## src/design/bmv_pkg.sv

```systemverilog
// ============================================================================
// bmv_pkg
// Shared constants and types for the bf16 matrix-vector product unit.
// ============================================================================
package bmv_pkg;

    localparam int ROWS        = 32;
    localparam int MAX_COLUMNS = 1024;
    localparam int LANES       = 32;
    localparam int BANKS       = 4;

    localparam int COL_W   = $clog2(MAX_COLUMNS);
    localparam int LEN_W   = COL_W + 1;
    localparam int LANE_W  = $clog2(LANES);
    localparam int BANK_W  = $clog2(BANKS);
    localparam int ACC_AW  = LANE_W + BANK_W;
    localparam int ROW_W   = 5;

    localparam logic [LEN_W-1:0] LEN_RESET = LEN_W'(896);
    localparam logic [LEN_W-1:0] LEN_MIN   = LEN_W'(LANES);
    localparam logic [LEN_W-1:0] LEN_MAX   = LEN_W'(MAX_COLUMNS);

    localparam logic OP_ACT    = 1'b0;
    localparam logic OP_WEIGHT = 1'b1;

    typedef enum logic [1:0] {
        FPU_ADD = 2'b01,
        FPU_MUL = 2'b10
    } fpu_op_t;

endpackage

```

## src/design/bmv_fpu.sv

```systemverilog
// ============================================================================
// bmv_fpu
// Shared floating-point unit: bf16 x bf16 -> fp32 multiply, or fp32 + fp32
// add, both IEEE round-to-nearest-even. Result registered.
// ============================================================================
module bmv_fpu (
    input  logic            clk,
    input  bmv_pkg::fpu_op_t op,
    input  logic [31:0]     a,
    input  logic [31:0]     b,
    output logic [31:0]     q
);
    import bmv_pkg::*;

    localparam logic [31:0] QNAN_DEFAULT = 32'hFFC0_0000;
    localparam logic [31:0] QUIET_BIT    = 32'h0040_0000;

    // fp32 add with guard, round and sticky bits
    function automatic logic [31:0] fp_add(logic [31:0] fa, logic [31:0] fb);
        logic [31:0] x;
        logic [31:0] y;
        logic [7:0]  ex;
        logic [7:0]  ey;
        logic [23:0] mx;
        logic [23:0] my;
        logic [7:0]  d;
        logic [26:0] sm;
        logic [26:0] sy27;
        logic        st;
        logic [27:0] s;
        logic [9:0]  e;
        logic [4:0]  lz;
        logic [9:0]  sh;
        logic        up;
        logic [30:0] r;
        logic        nan_a;
        logic        nan_b;
        logic        inf_a;
        logic        inf_b;
        nan_a = (fa[30:23] == 8'hFF) && (fa[22:0] != 23'd0);
        nan_b = (fb[30:23] == 8'hFF) && (fb[22:0] != 23'd0);
        inf_a = (fa[30:23] == 8'hFF) && (fa[22:0] == 23'd0);
        inf_b = (fb[30:23] == 8'hFF) && (fb[22:0] == 23'd0);
        if (nan_a) begin
            return fa | QUIET_BIT;
        end
        if (nan_b) begin
            return fb | QUIET_BIT;
        end
        if (inf_a && inf_b && (fa[31] != fb[31])) begin
            return QNAN_DEFAULT;
        end
        if (inf_a) begin
            return fa;
        end
        if (inf_b) begin
            return fb;
        end
        // larger magnitude first
        if (fb[30:0] > fa[30:0]) begin
            x = fb;
            y = fa;
        end
        else begin
            x = fa;
            y = fb;
        end
        ex = (x[30:23] == 8'd0) ? 8'd1 : x[30:23];
        ey = (y[30:23] == 8'd0) ? 8'd1 : y[30:23];
        mx = {x[30:23] != 8'd0, x[22:0]};
        my = {y[30:23] != 8'd0, y[22:0]};
        d  = ex - ey;
        sy27 = {my, 3'b000};
        // align the smaller operand, fold lost bits into sticky
        if (d >= 8'd27) begin
            sm = 27'd0;
            st = (my != 24'd0);
        end
        else begin
            st = |(sy27 & ((27'd1 << d[4:0]) - 27'd1));
            sm = sy27 >> d[4:0];
        end
        sm[0] = sm[0] | st;
        if (x[31] ^ y[31]) begin
            s = {1'b0, mx, 3'b000} - {1'b0, sm};
        end
        else begin
            s = {1'b0, mx, 3'b000} + {1'b0, sm};
        end
        if (s == 28'd0) begin
            return {x[31] & y[31], 31'd0};
        end
        e = {2'b00, ex};
        // normalize
        if (s[27]) begin
            s = {1'b0, s[27:2], s[1] | s[0]};
            e = e + 10'd1;
        end
        else begin
            lz = 5'd27;
            for (int i = 0; i < 27; i++) begin
                if (s[i]) begin
                    lz = 5'(26 - i);
                end
            end
            sh = ({5'd0, lz} < (e - 10'd1)) ? {5'd0, lz} : (e - 10'd1);
            s  = s << sh;
            e  = e - sh;
            if (!s[26]) begin
                e = 10'd0;
            end
        end
        if (e >= 10'd255) begin
            return {x[31], 8'hFF, 23'd0};
        end
        up = s[2] & (s[1] | s[0] | s[3]);
        r  = {e[7:0], s[25:3]} + {30'd0, up};
        return {x[31], r};
    endfunction

    // exact bf16 product, rounded into fp32 only when subnormal
    function automatic logic [31:0] bf_mul(logic [15:0] w, logic [15:0] v);
        logic               sg;
        logic               nan_w;
        logic               nan_v;
        logic               inf_w;
        logic               inf_v;
        logic               zero_w;
        logic               zero_v;
        logic [7:0]         ew;
        logic [7:0]         ev;
        logic [15:0]        p;
        logic [15:0]        pn;
        logic [3:0]         lz;
        logic signed [11:0] ep;
        logic signed [11:0] sh;
        logic [26:0]        sig;
        logic               st;
        logic               up;
        logic [30:0]        r;
        sg     = w[15] ^ v[15];
        nan_w  = (w[14:7] == 8'hFF) && (w[6:0] != 7'd0);
        nan_v  = (v[14:7] == 8'hFF) && (v[6:0] != 7'd0);
        inf_w  = (w[14:7] == 8'hFF) && (w[6:0] == 7'd0);
        inf_v  = (v[14:7] == 8'hFF) && (v[6:0] == 7'd0);
        zero_w = (w[14:0] == 15'd0);
        zero_v = (v[14:0] == 15'd0);
        if (nan_w) begin
            return {w, 16'd0} | QUIET_BIT;
        end
        if (nan_v) begin
            return {v, 16'd0} | QUIET_BIT;
        end
        if ((inf_w && zero_v) || (zero_w && inf_v)) begin
            return QNAN_DEFAULT;
        end
        if (inf_w || inf_v) begin
            return {sg, 8'hFF, 23'd0};
        end
        if (zero_w || zero_v) begin
            return {sg, 31'd0};
        end
        ew = (w[14:7] == 8'd0) ? 8'd1 : w[14:7];
        ev = (v[14:7] == 8'd0) ? 8'd1 : v[14:7];
        p  = {8'd0, w[14:7] != 8'd0, w[6:0]} * {8'd0, v[14:7] != 8'd0, v[6:0]};
        lz = 4'd0;
        for (int i = 0; i < 16; i++) begin
            if (p[i]) begin
                lz = 4'(15 - i);
            end
        end
        pn = p << lz;
        ep = $signed({4'd0, ew}) + $signed({4'd0, ev}) - 12'sd126 - $signed({8'd0, lz});
        if (ep >= 12'sd255) begin
            return {sg, 8'hFF, 23'd0};
        end
        if (ep >= 12'sd1) begin
            return {sg, ep[7:0], pn[14:0], 8'd0};
        end
        // subnormal result: shift right with sticky and round
        sh  = 12'sd1 - ep;
        sig = {pn, 11'd0};
        if (sh >= 12'sd27) begin
            sig = 27'd0;
            st  = 1'b1;
        end
        else begin
            st  = |(sig & ((27'd1 << sh[4:0]) - 27'd1));
            sig = sig >> sh[4:0];
        end
        sig[0] = sig[0] | st;
        up = sig[2] & (sig[1] | sig[0] | sig[3]);
        r  = {8'd0, sig[25:3]} + {30'd0, up};
        return {sg, r};
    endfunction

    // compute and register
    always_ff @(posedge clk)
    begin
        case (op)
            FPU_MUL: q <= bf_mul(a[15:0], b[15:0]);
            FPU_ADD: q <= fp_add(a, b);
            default: q <= fp_add(a, b);
        endcase
    end

endmodule

```

## config.mk

```make
export PLATFORM = sky130hd
export DESIGN_NAME = bmv_fpu
export DESIGN_NICKNAME = d
export VERILOG_FILES = /design/src/design/bmv_pkg.sv /design/src/design/bmv_fpu.sv
export SDC_FILE = /design/constraint.sdc
export NUM_CORES = 1
export LEC_CHECK = 0
export CAP_MARGIN = 40
export CELL_PAD_IN_SITES_DETAIL_PLACEMENT = 1
export CELL_PAD_IN_SITES_GLOBAL_PLACEMENT = 2
export CORE_MARGIN = 2
export CORE_UTILIZATION = 42
export DETAILED_ROUTE_END_ITERATION = 10
export DONT_BUFFER_PORTS = 1
export PLACE_DENSITY = 0.94
export REMOVE_ABC_BUFFERS = 1
export SYNTH_ARGS = -nofsm -noshare
export SYNTH_HDL_FRONTEND = slang
export SYNTH_SLANG_ARGS = --single-unit
```

## constraint.sdc

```tcl
create_clock -name clk -period 28.9 [get_ports clk]
set_input_delay 2.89 -clock clk [delete_from_list [all_inputs] [get_ports clk]]
set_output_delay 2.89 -clock clk [all_outputs]
set_load 0.02 [all_outputs]
```

# --- Word-level counts from Yosys, hierarchy flattened ---
# Index checks and enable logic that the tools add are counted.
totals:
  ff_bits: 32
  input_bits: 67
  out_inout_bits: 32
op_classes:
  addsub: 22
  multipliers: 1
  magnitude_cmp: 10
  n_eq_ne: 7
  shifts: 9
  muxes: 380
  bitwise: 22
  reduce_logical: 45
ops:
  columns: ["cell", "n"]
  rows:
  - ["2-to-1 mux 32 bit", 85]
  - ["2-to-1 mux 26 bit", 25]
  - ["2-to-1 mux 28 bit", 14]
  - ["2-to-1 mux 27 bit", 14]
  - ["2-to-1 mux 5 bit", 68]
  - ["2-to-1 mux 10 bit", 20]
  - ["2-to-1 mux 1 bit", 125]
  - ["2-to-1 mux 4 bit", 22]
  - ["bitwise AND 27 bit", 3]
  - ["OR reduction 27 bit", 3]
  - ["<< shifter 1 x 5 -> 27 bit (first input constant)", 3]
  - ["subtractor 27 x 1 -> 27 bit (second input constant)", 3]
  - ["one-hot mux 32 bit (2 select lines)", 1]
  - ["adder 31 x 1 -> 31 bit", 2]
  - ["adder 27 x 27 -> 28 bit", 2]
  - ["logical NOT 28 bit", 2]
  - ["<< shifter 28 x 10 -> 27 bit", 2]
  - ["subtractor 27 x 27 -> 28 bit", 2]
  - ["right shift 27 x 5 -> 27 bit", 2]
  - ["logical NOT 8 bit", 6]
  - ["2-to-1 mux 8 bit", 6]
  - ["nonzero test 24 bit", 2]
  - ["nonzero test 8 bit", 6]
  - ["logical NOT 23 bit", 2]
  - ["other kinds (33)", 76]

# --- Longest topological paths before layout ---
depth:
  ltp_word: 111
  mapped_depth: 79

# --- Worst setup path before layout ---
# OpenSTA, ideal clock, no wires.
synth_path:
  path_type: "input -> register"
  from: "in a[12]"
  to: "reg q[10]"
  setup_time_ps: 133
  arrival_time_ps: 17954
  required_ps: 28767
  path_slack_ps: 10813
  path_stages: 72
  path_buffers: 21
  path_cell_list: "clkbuf_1 > inv_1 > ha_1 > nand3_1 > or3_1 > nor4_4 > a21o_1 > buf_6 > buf_4 > clkbuf_1 > buf_1 > clkbuf_1 > clkbuf_1 > clkbuf_1 > o211ai_1 > ha_1 > buf_4 > buf_4 > [... 36 more ...] > nand2_4 > inv_4 > buf_2 > buf_2 > ha_1 > a21o_1 > a21o_1 > xor2_1 > nand2b_1 > and2_1 > a211o_1 > o31ai_1 > a41oi_1 > and3_1 > buf_2 > buf_6 > a221oi_1 > o32ai_1"
synth_via:
  elab_chain_cells: 95
  elab_cells_between_ends: 432
  classes_between: "add/sub: 22; mul: 1; order compare: 10; eq/ne: 1; shift: 9; mux: 339; bitwise: 19; reduce/logical: 31"
synth_rtl:
  columns: ["item", "line", "source"]
  rows:
  - ["start: declaration", "bmv_fpu.sv:9", "input logic [31:0] a,"]
  - ["greater-than comparator 31 bit", "bmv_fpu.sv:60", "if (fb[30:0] > fa[30:0]) begin"]
  - ["2-to-1 mux 32 bit (2 in a row)", "bmv_fpu.sv:60", null]
  - ["2-to-1 mux 32 bit", "bmv_fpu.sv:56", "if (inf_b) begin"]
  - ["2-to-1 mux 32 bit", "bmv_fpu.sv:53", "if (inf_a) begin"]
  - ["2-to-1 mux 32 bit", "bmv_fpu.sv:50", "if (inf_a && inf_b && (fa[31] != fb[31])) begin"]
  - ["2-to-1 mux 32 bit", "bmv_fpu.sv:47", "if (nan_b) begin"]
  - ["2-to-1 mux 32 bit", "bmv_fpu.sv:200", "case (op)"]
  - ["logical NOT 8 bit, on equally long branches", "bmv_fpu.sv:68, bmv_fpu.sv:69", null]
  - ["[... 78 more ...]", null, null]
  - ["2-to-1 mux 32 bit", "bmv_fpu.sv:116", "up = s[2] & (s[1] | s[0] | s[3]);"]
  - ["2-to-1 mux 32 bit", "bmv_fpu.sv:93", "e = {2'b00, ex};"]
  - ["2-to-1 mux 32 bit", "bmv_fpu.sv:60", null]
  - ["2-to-1 mux 32 bit", "bmv_fpu.sv:56", null]
  - ["2-to-1 mux 32 bit", "bmv_fpu.sv:53", null]
  - ["2-to-1 mux 32 bit", "bmv_fpu.sv:50", null]
  - ["2-to-1 mux 32 bit", "bmv_fpu.sv:47", null]
  - ["one-hot mux 32 bit (2 select lines) *", "bmv_fpu.sv:200", null]
  - ["end signal: assignment", "bmv_fpu.sv:201", "FPU_MUL: q <= bf_mul(a[15:0], b[15:0]);"]
  - ["end signal: assignment", "bmv_fpu.sv:202", "FPU_ADD: q <= fp_add(a, b);"]
  - ["end signal: assignment", "bmv_fpu.sv:203", "default: q <= fp_add(a, b);"]
  - ["end: declaration", "bmv_fpu.sv:11", "output logic [31:0] q"]
# Every way passes the cells marked *; elsewhere a longest branch is shown, timed or not. The select of a mux whose other input is x is not followed.

# --- Final worst setup path ---
layout_path:
  from: "in a[30]"
  to: "reg q[10]"
# The elaborated chain is that of the path after synthesis.

==> parameters.txt <==
Parameter                              Value

Routing
  Number of nets still failing antenna checks after routing    0
  Final routed wire length divided by cell count    30.2 um
  Initial DRC count    2530
  Total wire length after detailed routing    104 mm
  Vias post-DR    24800
  DR DRC count    0
  Via density per instance    7.21
  Detailed Routing Iterations Pass 1    6

Synthesis
  Fraction of post-synthesis cell area in the top cell type by area    10.3%
  Synthesis-stage register bit count    32
  Post-synth ARST share    0%
  Warning count from the yosys run    0
  Number of enable flip-flop cells after synthesis    0
  Post-Synthesis Cell Area    0.0205 mm^2
  Synthesized area per cell    6.93 um^2
  Share of the yosys chip area belonging to registers    3.12%
  Top FF cell, synth    sky130_fd_sc_hd__dfxtp_1
  Leading cell types by total area after synthesis    sky130_fd_sc_hd__ha_1 10%, sky130_fd_sc_hd__a21oi_1 6.1%, sky130_fd_sc_hd__mux4_2 5.1%, sky130_fd_sc_hd__mux2i_1 4.9%, sky130_fd_sc_hd__nand2_1 4.9%
  Count of unique library cells instantiated by Yosys    117
  Largest area contributor in the netlist    sky130_fd_sc_hd__ha_1
  Synthesized instance count    2959

STA
  Final hold vios    0
  Slew at the pin closest to its max-slew limit    1120 ps
  Worst hold slack across all endpoints    2800 ps
  Count of final setup violators    0
  RSZ-0062 raised after global routing    no
  Total negative setup slack    0 ps
  Min Clock Period, post-route    21140 ps
  Tcrit/Tclk final    73.2%
  Max-slew violation total from the final report    0
  Slew HR    25.2%
  Maximum achievable frequency    47.3 MHz

Floorplan
  Floorplan core area    0.0479 mm^2
  Vertical die dimension    225 um
  I/O pin cnt    99
  Die Footprint    0.0506 mm^2
  Initial Utilization    42.8%
  Chip width    225 um
  Number of standard-cell rows in the floorplan    80

CTS
  Post-CTS clock slew at the launch and capture registers of the worst setup and hold paths    60 ps
  Post-CTS Setup Bufs    0
  Clock tree from TritonCTS    built
  Clock Tree Buf Depth    2
  Clock buffer count from CTS    5
  Gates resized, CTS repair    0
  Count of clock tree sinks    32
  Clock tree root driver cell    sky130_fd_sc_hd__clkbuf_16
  Max H-tree Level    2
  Hold-fix buffers at CTS    0

Layout
  Area of the multi-input gates    0.0183 mm^2
  Largest Register    q
  Layout-stage area growth over the synthesis result    2.64%
  Layout Nets    3097
  # fillers    6169
  Registers with the most flip-flops    q x32
  Finished Cell Area    0.0210 mm^2
  Max reg flops    32
  Share of post-route cells with drive strength above 1    8.05%
  FF+latch area    641 um^2

Worst hold path
  Hold Crit Class    in -> reg

GRT
  Final global-route overflow total    0
  Combined global-route utilization of all metal layers    39.9%
  Maximum number of pins on one net before global-route repair    67
  Global-route wire length before repair    156 mm
  Vias in the first global route    25100
  Number of antenna violations at the first check in global routing    2

Critical path
  CP arrival    21300 ps
  Sort of element at the end of the critical path    register
  Cell with the biggest individual delay on the critical path    sky130_fd_sc_hd__nor4b_1
  Worst-path fanout max    66
  Worst path required time    29060 ps
  Kind of start point of the critical path    input pin
  Type of the worst setup path    in -> reg
  Largest stage delay, worst path    730 ps

Pwr
  Power per cell area    145 mW/mm^2
  Static leakage    8.60 nW
  Largest voltage drop on the vdd net    0.258 mV
  Total Power    3.05 mW

Placed design
  Sum of net half-perimeters after detailed placement    82.4 mm
  Weighted congestion reported at the end of routability-driven placement    1.07
  Dpl cell area    0.0209 mm^2
  IO Port Bufs    0

Flow run
  Number of maximum-capacitance violations    0

Status
  Outcome    completed
[cell usage after synthesis, types with 24 or more instances]
library cell	count
sky130_fd_sc_hd__clkbuf_1	150
sky130_fd_sc_hd__a21oi_1	250
sky130_fd_sc_hd__nand2_1	267
sky130_fd_sc_hd__ha_1	169
sky130_fd_sc_hd__and2_1	67
sky130_fd_sc_hd__dfxtp_1	32
sky130_fd_sc_hd__and3_1	34
sky130_fd_sc_hd__nand2b_1	36
sky130_fd_sc_hd__mux4_2	46
sky130_fd_sc_hd__xor2_1	36
sky130_fd_sc_hd__xnor2_1	71
sky130_fd_sc_hd__mux2i_1	101
sky130_fd_sc_hd__nor2_1	258
sky130_fd_sc_hd__nor3_1	86
sky130_fd_sc_hd__nor4_1	44
sky130_fd_sc_hd__o31ai_1	41
sky130_fd_sc_hd__a211oi_1	48
sky130_fd_sc_hd__or3_1	24
sky130_fd_sc_hd__o22ai_1	40
sky130_fd_sc_hd__inv_1	190
sky130_fd_sc_hd__a221oi_1	26
sky130_fd_sc_hd__o21ai_0	175
sky130_fd_sc_hd__nand3_1	83
sky130_fd_sc_hd__buf_2	26
sky130_fd_sc_hd__fa_1	41
sky130_fd_sc_hd__a31oi_1	45
sky130_fd_sc_hd__o211ai_1	48
sky130_fd_sc_hd__a21o_1	39
sky130_fd_sc_hd__nand4_1	33
sky130_fd_sc_hd__or2_2	24
[stage by stage]
step / utilization (%) / cells / worst slack (ps)
floorplan: - / 2755 / 9780
finish: 43.9 / 3437 / 7760
CTS: 43.8 / 3432 / 8290
detailed placement: 43.5 / 3424 / 8050
global placement: 43.3 / 3411 / 8300
global route: 43.9 / 3436 / 6590
[logic make-up after synthesis]
| group | Yosys count | synth area share (%) |
|---|---|---|
| compound gates | 996 | 33.3 |
| xor+xnor | 109 | 4.73 |
| fa+ha+maj | 212 | 14.4 |
| buf+inv | 400 | 8.01 |
| flops | 32 | 3.12 |
| mux | 166 | 11.0 |
| other cells | 1 | 0.0183 |
| simple gates | 1043 | 25.4 |
[cell usage in the layout, fill, tap and decap left out, types with 19 or more instances in the layout]
cell and count:
sky130_fd_sc_hd__nand2_1 267, sky130_fd_sc_hd__nor2_1 258, sky130_fd_sc_hd__a21oi_1 250, sky130_fd_sc_hd__inv_1 190, sky130_fd_sc_hd__o21ai_0 175, sky130_fd_sc_hd__ha_1 167, sky130_fd_sc_hd__mux2i_1 101, sky130_fd_sc_hd__nor3_1 85
sky130_fd_sc_hd__nand3_1 83, sky130_fd_sc_hd__and2_1 67, sky130_fd_sc_hd__xnor2_1 67, sky130_fd_sc_hd__a211oi_1 48, sky130_fd_sc_hd__o211ai_1 48, sky130_fd_sc_hd__buf_4 48, sky130_fd_sc_hd__mux4_2 46, sky130_fd_sc_hd__nor4_1 44
sky130_fd_sc_hd__a31oi_1 44, sky130_fd_sc_hd__o31ai_1 41, sky130_fd_sc_hd__o22ai_1 40, sky130_fd_sc_hd__fa_1 40, sky130_fd_sc_hd__a21o_1 38, sky130_fd_sc_hd__nand2b_1 36, sky130_fd_sc_hd__xor2_1 34, sky130_fd_sc_hd__and3_1 34
sky130_fd_sc_hd__nand4_1 33, sky130_fd_sc_hd__dfxtp_1 32, sky130_fd_sc_hd__a221oi_1 25, sky130_fd_sc_hd__or3_1 24, sky130_fd_sc_hd__or2_2 24, sky130_fd_sc_hd__o21bai_1 23, sky130_fd_sc_hd__a22oi_1 20, sky130_fd_sc_hd__nor2b_1 19
[worst max-delay path: cells and delay by family]
kind            cells  cell delay (ps)
compound gates     25             6850
simple gates       21             6450
fa+ha+maj           5             2220
buf+inv             4             1870
mux                 1              680
xor+xnor            1              210
[layer usage]
layer  share of wire [%]  vias up  global-route usage, %
li1                    -    10800                      -
met1                  38    12200                   46.9
met2                  46     1352                   66.5
met3                 8.3      449                   7.64
met4                 7.8        4                   26.3
met5               0.017        -                      0
[power by group]
| group | switching (mW) | internal, mW | total, mW |
|---|---|---|---|
| combinational | 1.93 | 0.953 | 2.88 |
| clock | 0.0212 | 0.0406 | 0.0618 |
| sequential | 0.0482 | 0.0643 | 0.112 |
[final timing paths]
path              start  endpoint  slack (ps)  depth (start not counted)
setup / recovery  a[30]     q[10]        7760                         57
hold / removal    a[17]     q[17]        2800                          2
[cell type report]
| type | count | share of cell area, % |
|---|---|---|
| clock inverters | 2 | 0.166 |
| clock buffers | 6 | 0.612 |
| flip-flops and latches | 32 | 3.04 |
| multi-input cells | 2527 | 87.1 |
| well taps | 615 | 3.66 |
| diodes | 1 | 0.0119 |
| repair buffers | 58 | 1.94 |
| inverters | 196 | 3.51 |
No activity file was read; power rests on OpenSTA's default activity.
